$ cat src/hw/rtl/mcrma_pkg.sv
`timescale 1ns / 1ps
// Shared types and constants for the multi-channel ring moving average.
// Used by the controller, the datapath, the divider and the top level.
package mcrma_pkg;

  localparam int CHANNELS_DEFAULT = 16;
  localparam int DEPTH_DEFAULT    = 1024;

  localparam int CHANNEL_W = 4;
  localparam int SAMPLE_W  = 32;
  localparam int WINDOW_W  = 11;
  localparam int CODE_W    = 2;
  // Sum of up to 2^WINDOW_W signed samples.
  localparam int SUM_W     = SAMPLE_W + WINDOW_W;

  localparam logic ACT_INGEST = 1'b0;
  localparam logic ACT_QUERY  = 1'b1;

  localparam logic [CODE_W-1:0] ERR_NONE    = 2'd0;
  localparam logic [CODE_W-1:0] ERR_CHANNEL = 2'd1;
  localparam logic [CODE_W-1:0] ERR_WINDOW  = 2'd2;

  // Kind of result the datapath posts.
  typedef enum logic [2:0] {
    RESP_NONE    = 3'd0,
    RESP_INGEST  = 3'd1,
    RESP_ERR_CH  = 3'd2,
    RESP_ERR_WIN = 3'd3,
    RESP_AVG     = 3'd4
  } resp_t;

  typedef struct packed {
    logic  capture;    // latch a new item
    logic  hist_wr;    // store sample, advance head
    logic  sum_init;   // load read pointer and window count
    logic  sum_run;    // issue reads and accumulate
    logic  div_start;  // launch the serial divide
    resp_t resp;       // post a result
  } cmd_t;

  typedef struct packed {
    logic is_query;
    logic ch_ok;
    logic seen;
    logic win_ok;
    logic sum_done;
    logic div_done;
  } status_t;

endpackage

$ cat src/hw/rtl/mcrma_ctrl.sv
`timescale 1ns / 1ps
// Controller state machine: sequences check, ingest, window sum and divide.
// Depends on mcrma_pkg for the command and status structs.
module mcrma_ctrl import mcrma_pkg::*; (
  input  logic    clk,
  input  logic    rst,
  input  logic    start,
  input  status_t status,
  output cmd_t    cmd,
  output logic    busy
);

  typedef enum logic [5:0] {
    S_IDLE  = 6'b000001,
    S_CHECK = 6'b000010,
    S_WRITE = 6'b000100,
    S_PREP  = 6'b001000,
    S_SUM   = 6'b010000,
    S_DIV   = 6'b100000
  } state_t;

  state_t state;
  state_t state_next;

  always_ff @(posedge clk) begin
    if (rst) begin
      state <= S_IDLE;
    end else begin
      state <= state_next;
    end
  end

  always_comb begin
    state_next = state;
    cmd        = '0;
    cmd.resp   = RESP_NONE;
    case (state)
      S_IDLE: begin
        if (start) begin
          cmd.capture = 1'b1;
          state_next  = S_CHECK;
        end
      end
      S_CHECK: begin
        if (!status.ch_ok) begin
          cmd.resp   = RESP_ERR_CH;
          state_next = S_IDLE;
        end else if (!status.is_query) begin
          state_next = S_WRITE;
        end else if (!status.seen) begin
          cmd.resp   = RESP_ERR_CH;
          state_next = S_IDLE;
        end else if (!status.win_ok) begin
          cmd.resp   = RESP_ERR_WIN;
          state_next = S_IDLE;
        end else begin
          state_next = S_PREP;
        end
      end
      S_WRITE: begin
        cmd.hist_wr = 1'b1;
        cmd.resp    = RESP_INGEST;
        state_next  = S_IDLE;
      end
      S_PREP: begin
        cmd.sum_init = 1'b1;
        state_next   = S_SUM;
      end
      S_SUM: begin
        cmd.sum_run = 1'b1;
        if (status.sum_done) begin
          cmd.div_start = 1'b1;
          state_next    = S_DIV;
        end
      end
      S_DIV: begin
        if (status.div_done) begin
          cmd.resp   = RESP_AVG;
          state_next = S_IDLE;
        end
      end
      default: begin
        state_next = S_IDLE;
      end
    endcase
  end

  assign busy = (state != S_IDLE);

endmodule
$ cat config.mk
export PLATFORM = sky130hd
export DESIGN_NAME = mcrma_ctrl
export DESIGN_NICKNAME = d
export VERILOG_FILES = /design/src/hw/rtl/mcrma_pkg.sv /design/src/hw/rtl/mcrma_ctrl.sv
export SDC_FILE = /design/constraint.sdc
export NUM_CORES = 1
export LEC_CHECK = 0
export BUFFER_PORTS_ARGS = -buffer_cell sky130_fd_sc_hd__buf_2
export CAP_MARGIN = 10
export CELL_PAD_IN_SITES_DETAIL_PLACEMENT = 1
export CELL_PAD_IN_SITES_GLOBAL_PLACEMENT = 1
export CORE_MARGIN = 3
export CORE_UTILIZATION = 27
export CTS_CLUSTER_DIAMETER = 120
export DETAILED_ROUTE_END_ITERATION = 12
export PLACE_DENSITY_LB_ADDON = 0.1
export SKIP_LAST_GASP = 1
export SYNTH_ARGS = -nofsm -noshare
export SYNTH_HDL_FRONTEND = slang
export SYNTH_SLANG_ARGS = --single-unit
$ cat constraint.sdc
create_clock -name clk -period 1.75 [get_ports clk]
set_input_delay 0.2625 -clock clk [delete_from_list [all_inputs] [get_ports clk]]
set_output_delay 0.2625 -clock clk [all_outputs]
set_load 0.01 [all_outputs]
# After elaboration in Yosys (flattened, before gate mapping)
# Cells that the tools add are included.
# op_classes
eq_ne	10
n_mux	20
n_reduce_logical	1
# ops
operator	n
$mux 6	6
$pmux 6 s5	1
$mux 2	5
$pmux 3 s3	1
$eq 6x1->1 const B	1
$eq 6x2->1 const B	1
$eq 6x3->1 const B	1
$eq 6x4->1 const B	1
$eq 6x5->1 const B	1
$eq 6x6->1 const B	1
$ne 2x2->1 const B	3
$ne 6x1->1 const B	1
$mux 1	5
$mux 4	1
$mux 3	1
$reduce_and 3->1	1
# word_totals
ff_bits	6
inputBits	9
word_cells	32

# Depth between registers and ports, before layout
# Gate-level depths: netlist (run 1).
# depth
depth_word	5
depth_mapped	5
ltp_nobuf	5

# Least setup slack after synthesis (run 1)
# Ideal clock, no wire load.
# synth_timing
path_kind	register to output
start	register state[0]
end	output port cmd[3] (netlist bit)
arrival_ns	1.526
setup_slack_ns	-0.039
path_stages_with_launch	6
n_path_buf	0
path_cell_list	dfxtp_1 > or4_4 > or3b_4 > inv_1 > nand2_1 > inv_1
# synth_rtl
element	line	rtl
from (decl)	mcrma_ctrl.sv:22	state_t state;
from (signal assigned)	mcrma_ctrl.sv:29	state <= state_next;
to (decl)	mcrma_ctrl.sv:9	output cmd_t cmd,

==> run summary, run 1 <==
The flow ran to the end, but the final reports show violations. The checks that failed: negative setup slack. The tools report the standard cell area after detailed placement as 543.0 µm².

Dividing the detail-routed wire length by the instance count gives 16.02 µm. In the synthesized netlist the dominant register cell turns out to be sky130_fd_sc_hd__dfxtp_1. The initial core utilization was 0.2934. The logic depth of the worst path, buffers included is 6, and the final antenna-violating net count is 0. By instance count, the leading cell after synthesis is sky130_fd_sc_hd__dfxtp_1. The number of nets in the synthesized netlist is 51. Areal power density over the cells: 1274 nW/µm². Kind of cell adding the most delay to the critical path: simple AND/OR/NAND/NOR gates.

Relative area change from synthesis to final layout: 89.64%. After the first detailed-routing iteration, the DRC count stood at 0. The type of the worst min-delay path is input port to register.

Ranked by flip-flop count, first place goes to state. The worst setup path is of the register to output pin kind. The most numerous cell type found on the critical path is sky130_fd_sc_hd__inv_2. No sink is reached through more buffers than the 2 on the longest clock path. The run gives 494 as the via count of the first global-routing pass. The first global-routing pass estimated 2166 µm of wire. On the worst path, the slowest cell contributes a delay of 500 ps.

The required time of the critical path came out at 1490 ps. Setup repair after global routing could not meet its margin everywhere. The detail-routed via count per cell was 5.032.

STA classifies the critical path startpoint as a register. Clock tree synthesis inserted a total of 3 buffers. Wires add up to 1522 µm. The tools report the setup violation total in the final timing report as 15. The placed wire-length estimate is 934.1 µm. The commonest cells after synthesis are sky130_fd_sc_hd__dfxtp_1 (6), sky130_fd_sc_hd__inv_1 (4), sky130_fd_sc_hd__nor2_1 (4).

The logs give 77 µm for the routed length on met3 and 1922 µm² for the total die area. After clock tree synthesis, the clock-pin slew on the worst setup and hold paths is 50 ps. Path depth of the worst reg2reg path: 5.

Once layout is done, the placed cells without fillers occupy 733.2 µm². The switching fraction of total power was 0.3920; the DRC violation count after routing was 0. The internal portion of the total power is 567.7 µW. The initial antenna violation count is 0. Signal routing reaches up to met4. The logs give 0 for the count of final max-slew check failures and 13 for the number of standard-cell rows in the floorplan. The register with the most flip-flops in the layout has 6 of them. The cell area after technology mapping was 386.6 µm²; the fraction of the cycle the final worst path needs was 1.174. For this design the total switching power over the nets is 366.1 µW.

For the all-layer global routing usage, the log shows 0.1562. The worst setup slack after layout came out at -304.1 ps. The number of detailed-routing iterations run before antenna repair is 1, and the relative slew slack is 0.6770.

The number of diodes added for antenna fixing was 0. In this run, synthesis produced a sequential element count of 6. In this run the clock root is driven by a sky130_fd_sc_hd__clkbuf_4. For the maximum number of pins on one net before global-route repair, the log shows 6. The number of enable flip-flop cells after synthesis is 0, and the worst setup slack before clock tree synthesis is -73.98 ps.

After synthesis, the mean cell area works out to 9.205 µm². For this block, the via count after detailed routing is 478. Yosys printed 0 warnings. In the post-synthesis netlist, the biggest area contributors are sky130_fd_sc_hd__dfxtp_1 (31%), sky130_fd_sc_hd__o221ai_4 (6.8%), sky130_fd_sc_hd__or4_4 (5.8%). The logs give 1 for the CTS H-tree depth and 486.8 MHz for the timing-limited maximum frequency. The portion of the post-synthesis area used by sequential elements came out at 0.3107.

In this run the count of I/O pins placed on the die edge is 18. The floorplan step set the die width to 43.84 µm. The tools report the endpoint type of the worst setup path as an output pin. For the finished layout, the period the worst path requires is 2054 ps.

The maximum net fanout on the critical path works out to 4. The tools report the number of hold-slack violations in the final timing report as 0. The largest total area in the synthesized netlist belongs to sky130_fd_sc_hd__dfxtp_1.

Together, buffers and inverters on the worst path number 3. The count of max-cap constraint violations came out at 0. The post-synthesis cell type count came out at 28. The clock power share was 0.146. The area fraction of the dominant cell type after synthesis came out at 0.3107. Clock network latency to the later pin of the worst-skew pair: 260 ps. The number of cells produced by synthesis came out at 42. The critical path goes through or4_4 -> or3b_4 -> inv_2 -> nand2_2 -> inv_2 -> buf_6.

The floorplan step set the die height to 43.84 µm. The share of cells above drive strength 1 is 0.7750, and the fraction of registers with async set/reset is 0. The routed design uses 825 µm of met2 wire. The slew at the pin closest to its max-slew limit was 483.3 ps; the cell count of the worst hold path was 2.

The tools report the endpoint arrival time on the critical path as 1790 ps. The total congestion overflow was 0. The tools report the worst clock skew on the final layout as 6.455 ps. The quantity of I/O buffers inserted on ports works out to 17. The largest registers in the layout are state x6. The worst vdd rail ir drop came out at 0.6348 mV.

The tools report the weighted congestion reported at the end of routability-driven placement as 0.6954. For the fraction of power consumed by sequential logic, the log shows 0.207. TritonCTS built the clock tree.

The highest-delay cell along the critical path is sky130_fd_sc_hd__or4_4. The logs give 589 µm for the met1 layer wirelength in the final routing and 1318 µm² for the core box area. Clock sink count: 6.

The portion of total power attributed to combinational logic was 0.647. For this design the static power due to leakage is 0.3412 nW. After the last flow step, the layout net total stands at 91.
-- layer usage --
layer,vias to the layer above,track usage
met2,13,0.2500
met4,0,0.09036
li1,236,-
met3,5,0.04149
met1,224,0.1852
met5,-,0
-- metrics by stage --
step,TNS [ps],cells,power (mW),hold WS (ps),utilization
after floorplan,0,42,0.4418,339.2,-
after global placement,-92.81,81,0.5546,461.6,0.4122
after detailed placement,-102.9,81,0.5589,477.0,0.4122
after CTS,-2150,87,0.7469,219.3,0.4663
after global routing,-2990,95,0.9945,208.4,0.5565
final,-2095,95,0.9338,211.1,0.5565
-- power by group through the flow --
stage	logic [mW]	registers, mW	clock network, mW
global placement	0.352	0.202	0
global route	0.651	0.194	0.149
floorplan	0.246	0.196	0
detailed placement	0.357	0.202	0
CTS	0.421	0.194	0.132
finish	0.604	0.193	0.137
-- placed cells by master (no fill, tap or decap), types with 2 or more instances in the layout --
master	netlist	routed
sky130_fd_sc_hd__buf_2	0	16
sky130_fd_sc_hd__inv_2	0	3
sky130_fd_sc_hd__buf_6	0	3
sky130_fd_sc_hd__dfxtp_2	0	4
sky130_fd_sc_hd__dfxtp_1	6	2
sky130_fd_sc_hd__nor2_1	4	2
sky130_fd_sc_hd__clkbuf_4	0	3
sky130_fd_sc_hd__buf_4	0	16
sky130_fd_sc_hd__or4_4	2	3
-- what timing repair did --
item	in CTS	in global routing
gates resized for setup	8	17
setup endpoints to repair	11	15
hold buffers	0	0
buffers inserted	3	8
pin swaps	3	11
-- worst reg2reg max path, stage by stage, from the launching register on --
cell	delay [ps]
sky130_fd_sc_hd__dfxtp_2	320
sky130_fd_sc_hd__buf_4	140
sky130_fd_sc_hd__or4_4	550
sky130_fd_sc_hd__or4b_4	550
sky130_fd_sc_hd__o221ai_4	140
sky130_fd_sc_hd__o211a_1	180
-- logic make-up (layout without fill, tap and decap cells) --
| family | after synthesis | after routing | share of synthesized area |
|---|---|---|---|
| DFF | 6 | 6 | 0.3107 |
| AOI/OAI and AO/OA | 10 | 10 | 0.2492 |
| buffers and inverters | 4 | 42 | 0.03882 |
| xor gates and xnor gates | 1 | 1 | 0.02266 |
| and+or+nand+nor | 21 | 21 | 0.3787 |
-- worst paths after layout --
kind / startpoint / end / slack [ps]
setup / recovery: state[5] / cmd[3] / -300
hold / removal: status[5] / state[2] / 210
setup reg to reg: state[1] / state[4] / -180
hold reg to reg: state[2] / state[0] / 680
-- final cells by class --
class	count	area (µm²)
Fill cell	164	584.3
Multi-Input combinational cell	32	317.8
Timing Repair Buffer	35	234.0
Clock buffer	3	22.52
Inverter	4	15.01
Tap cell	15	18.77
Sequential cell	6	125.1
No activity file was read; power rests on OpenSTA's default activity.
==> inputs of run 2 (changes only) <==
- CORE_MARGIN: 3 -> default
- MAX_ROUTING_LAYER: default -> met4
==> run 2 against run 1 <==
The flow still finishes with violations (negative setup slack); flip-flop and latch count unchanged; power grew 13%; routed wire length fell by 4.1%; critical path depth unchanged; final cell count fell by 1.1%; sequential share of layout area decreased by 0.23 points; sequential power rose by 13%.
==> run summary, run 2 (same netlist as run 1, synthesis figures left out) <==
The DRC violation count after routing was 0. The detail-routed via count per cell came out at 5.106. Fill cell instance count of the final layout: 154. The count of final max-slew check failures is 0, and the area occupied by registers is 127.6 µm². Dividing the detail-routed wire length by the instance count gives 15.52 µm. Number of hold-slack violations in the final timing report: 0. Compared with the post-synthesis result, the final layout area differs by 96.12%. The initial core utilization was 0.2934; the worst setup slack after layout was -285.1 ps.

The tools report the total congestion overflow as 0. STA classifies the critical path startpoint as a register. At the later pin of the worst-skew pair, clock insertion delay measures 250 ps. The die covers 1587 µm². The multi-input combinational cells in the finished layout cover a total of 320.3 µm².

The type of the worst min-delay path was input port to register. The run finished, with violations left. The relative slew slack came out at 0.7455. The core box area is 1318 µm².

The post-route cell area is 758.2 µm², and the worst vdd rail ir drop is 0.6801 mV. The clock-pin slew reported for the worst setup and hold paths after clock tree synthesis was 50 ps; the number of clock buffers inserted by TritonCTS was 3. The via count of the first global-routing pass was 417; the final antenna-violating net count was 0. In this run the critical register-to-register path is launched from state[1]. 0 antenna diodes ended up in the layout. The library cells used most frequently in the layout, excluding fill and tap cells, are sky130_fd_sc_hd__buf_2 (14), sky130_fd_sc_hd__buf_4 (14), sky130_fd_sc_hd__buf_6 (5).

The tools report the total power after layout as 1.057 mW. The run gives 2 as the number of detailed-routing iterations run before antenna repair. In the final layout, the registers with the most flip-flops are state x6. The number of ports placed on the die boundary is 18, and the share of cells above drive strength 1 is 0.7595. Endpoint type of the worst setup path: an output pin.

The beginning of the critical path is state[1]. The minimum period implied by the final worst setup slack was 2035 ps; the placed wire-length estimate was 859.6 µm. The largest register by flop count is state. The initialized floorplan defines 13 standard-cell rows.

The worst register-to-register path ends at state[4]. The setup check on the worst reg-to-reg path leaves a slack of -230 ps. The initial antenna violation count is 0, and the count of max-cap constraint violations is 0.

The CTS H-tree depth came out at 1. Setup repair after global routing could not meet its margin everywhere. Endpoint arrival time on the critical path: 1770 ps. From bottom edge to top edge, the die measures 39.84 µm.

The most critical setup path has its endpoint at cmd[3]. Path depth of the worst reg2reg path: 6. The clock arrives with 6.128 ps of skew. The tools report the timing-limited maximum frequency as 491.4 MHz. For the worst hold slack, the log shows 196.3 ps. The longest clock path from root to sink contains 2 buffers. The total number of vias was 480; the standard cell area after detailed placement was 528.0 µm².

By startpoint and endpoint, the worst setup path is classified as register to output pin. Setup violations remaining at the end of the flow were counted as 15. The slew at the pin closest to its max-slew limit is 380.7 ps, and the clock sink count is 6.

Along the worst path, the maximum fanout reaches 3. The first global-routing pass estimated 1911 µm of wire. The flip-flop count of the largest register after layout was 6. The first-iteration detailed-routing DRC count was 3; the net total in the final layout was 90. The required time of the critical path came out at 1490 ps. TritonCTS built the clock tree. In this run the static leakage power is 0.3440 nW.

The post-route core utilization is 0.5755. In this run the horizontal extent of the chip is 39.84 µm. After detailed routing, the total wire length is 1459 µm.

The final reports fail on negative setup slack. Entering global routing, the biggest net connects 7 pins. The fraction of the cycle the final worst path needs came out at 1.163.

The areal power density over the cells was 1395 nW/µm². The all-layer global routing usage was 0.1928; the quantity of I/O buffers inserted on ports was 17. The tree is rooted in a sky130_fd_sc_hd__clkbuf_4. The congestion estimate from routability-driven global placement came to 0.6545.
run 2: layout make-up:
| type | count | share of cell area |
|---|---|---|
| flip-flops and latches | 6 | 0.1683 |
| repair buffers | 34 | 0.3317 |
| multi-input cells | 32 | 0.4224 |
| clock buffers | 3 | 0.02970 |
| inverters | 4 | 0.02310 |
| well taps | 15 | 0.02475 |
run 2: timing repair:
item	4_1_cts	5_1_grt
setup buffers	4	9
gates resized for setup	12	19
cloned	0	0
setup endpoints to repair	10	14
pin swaps	5	9
hold buffers	0	0
run 2: worst min path at each step:
| stage | from | endpoint | slack [ps] | cells after the start |
|---|---|---|---|---|
| floorplan | status[5] | state[2] | 340 | 1 |
| global placement | status[5] | state[2] | 460 | 2 |
| detailed placement | status[5] | state[2] | 460 | 2 |
| CTS | status[5] | state[2] | 190 | 2 |
| global route | status[5] | state[2] | 190 | 2 |
| finish | status[5] | state[2] | 200 | 2 |
run 2: stage by stage:
stage                     TNS (ps)  worst slack [ps]  std cells
after floorplan                  0             21.65         42
after global placement      -47.25            -43.43         79
after detailed placement    -90.67            -74.75         79
after CTS                    -2488            -304.7         86
after global routing         -3355            -343.9         94
final                        -2550            -285.1         94
run 2: routing by layer:
layer	vias to the layer above	wire length, µm	GRT usage
met3	2	54	0.01705
li1	235	-	-
met2	13	749	0.3033
met4	0	9	0.07759
met5	-	0	-
met1	230	646	0.2517
run 2: worst max-delay path, stage by stage, from the launching register on:
cell,delay (ps)
sky130_fd_sc_hd__dfxtp_4,350
sky130_fd_sc_hd__or4_4,530
sky130_fd_sc_hd__or3b_4,390
sky130_fd_sc_hd__inv_2,70
sky130_fd_sc_hd__nand2_2,50
sky130_fd_sc_hd__inv_2,50
sky130_fd_sc_hd__buf_6,90
run 2: power by group:
| part | internal [mW] | switching (mW) | total, mW |
|---|---|---|---|
| Combinational | 0.401 | 0.299 | 0.700 |
| Clock | 0.0783 | 0.0604 | 0.139 |
| Sequential | 0.177 | 0.0417 | 0.219 |
| Total | 0.656 | 0.401 | 1.06 |
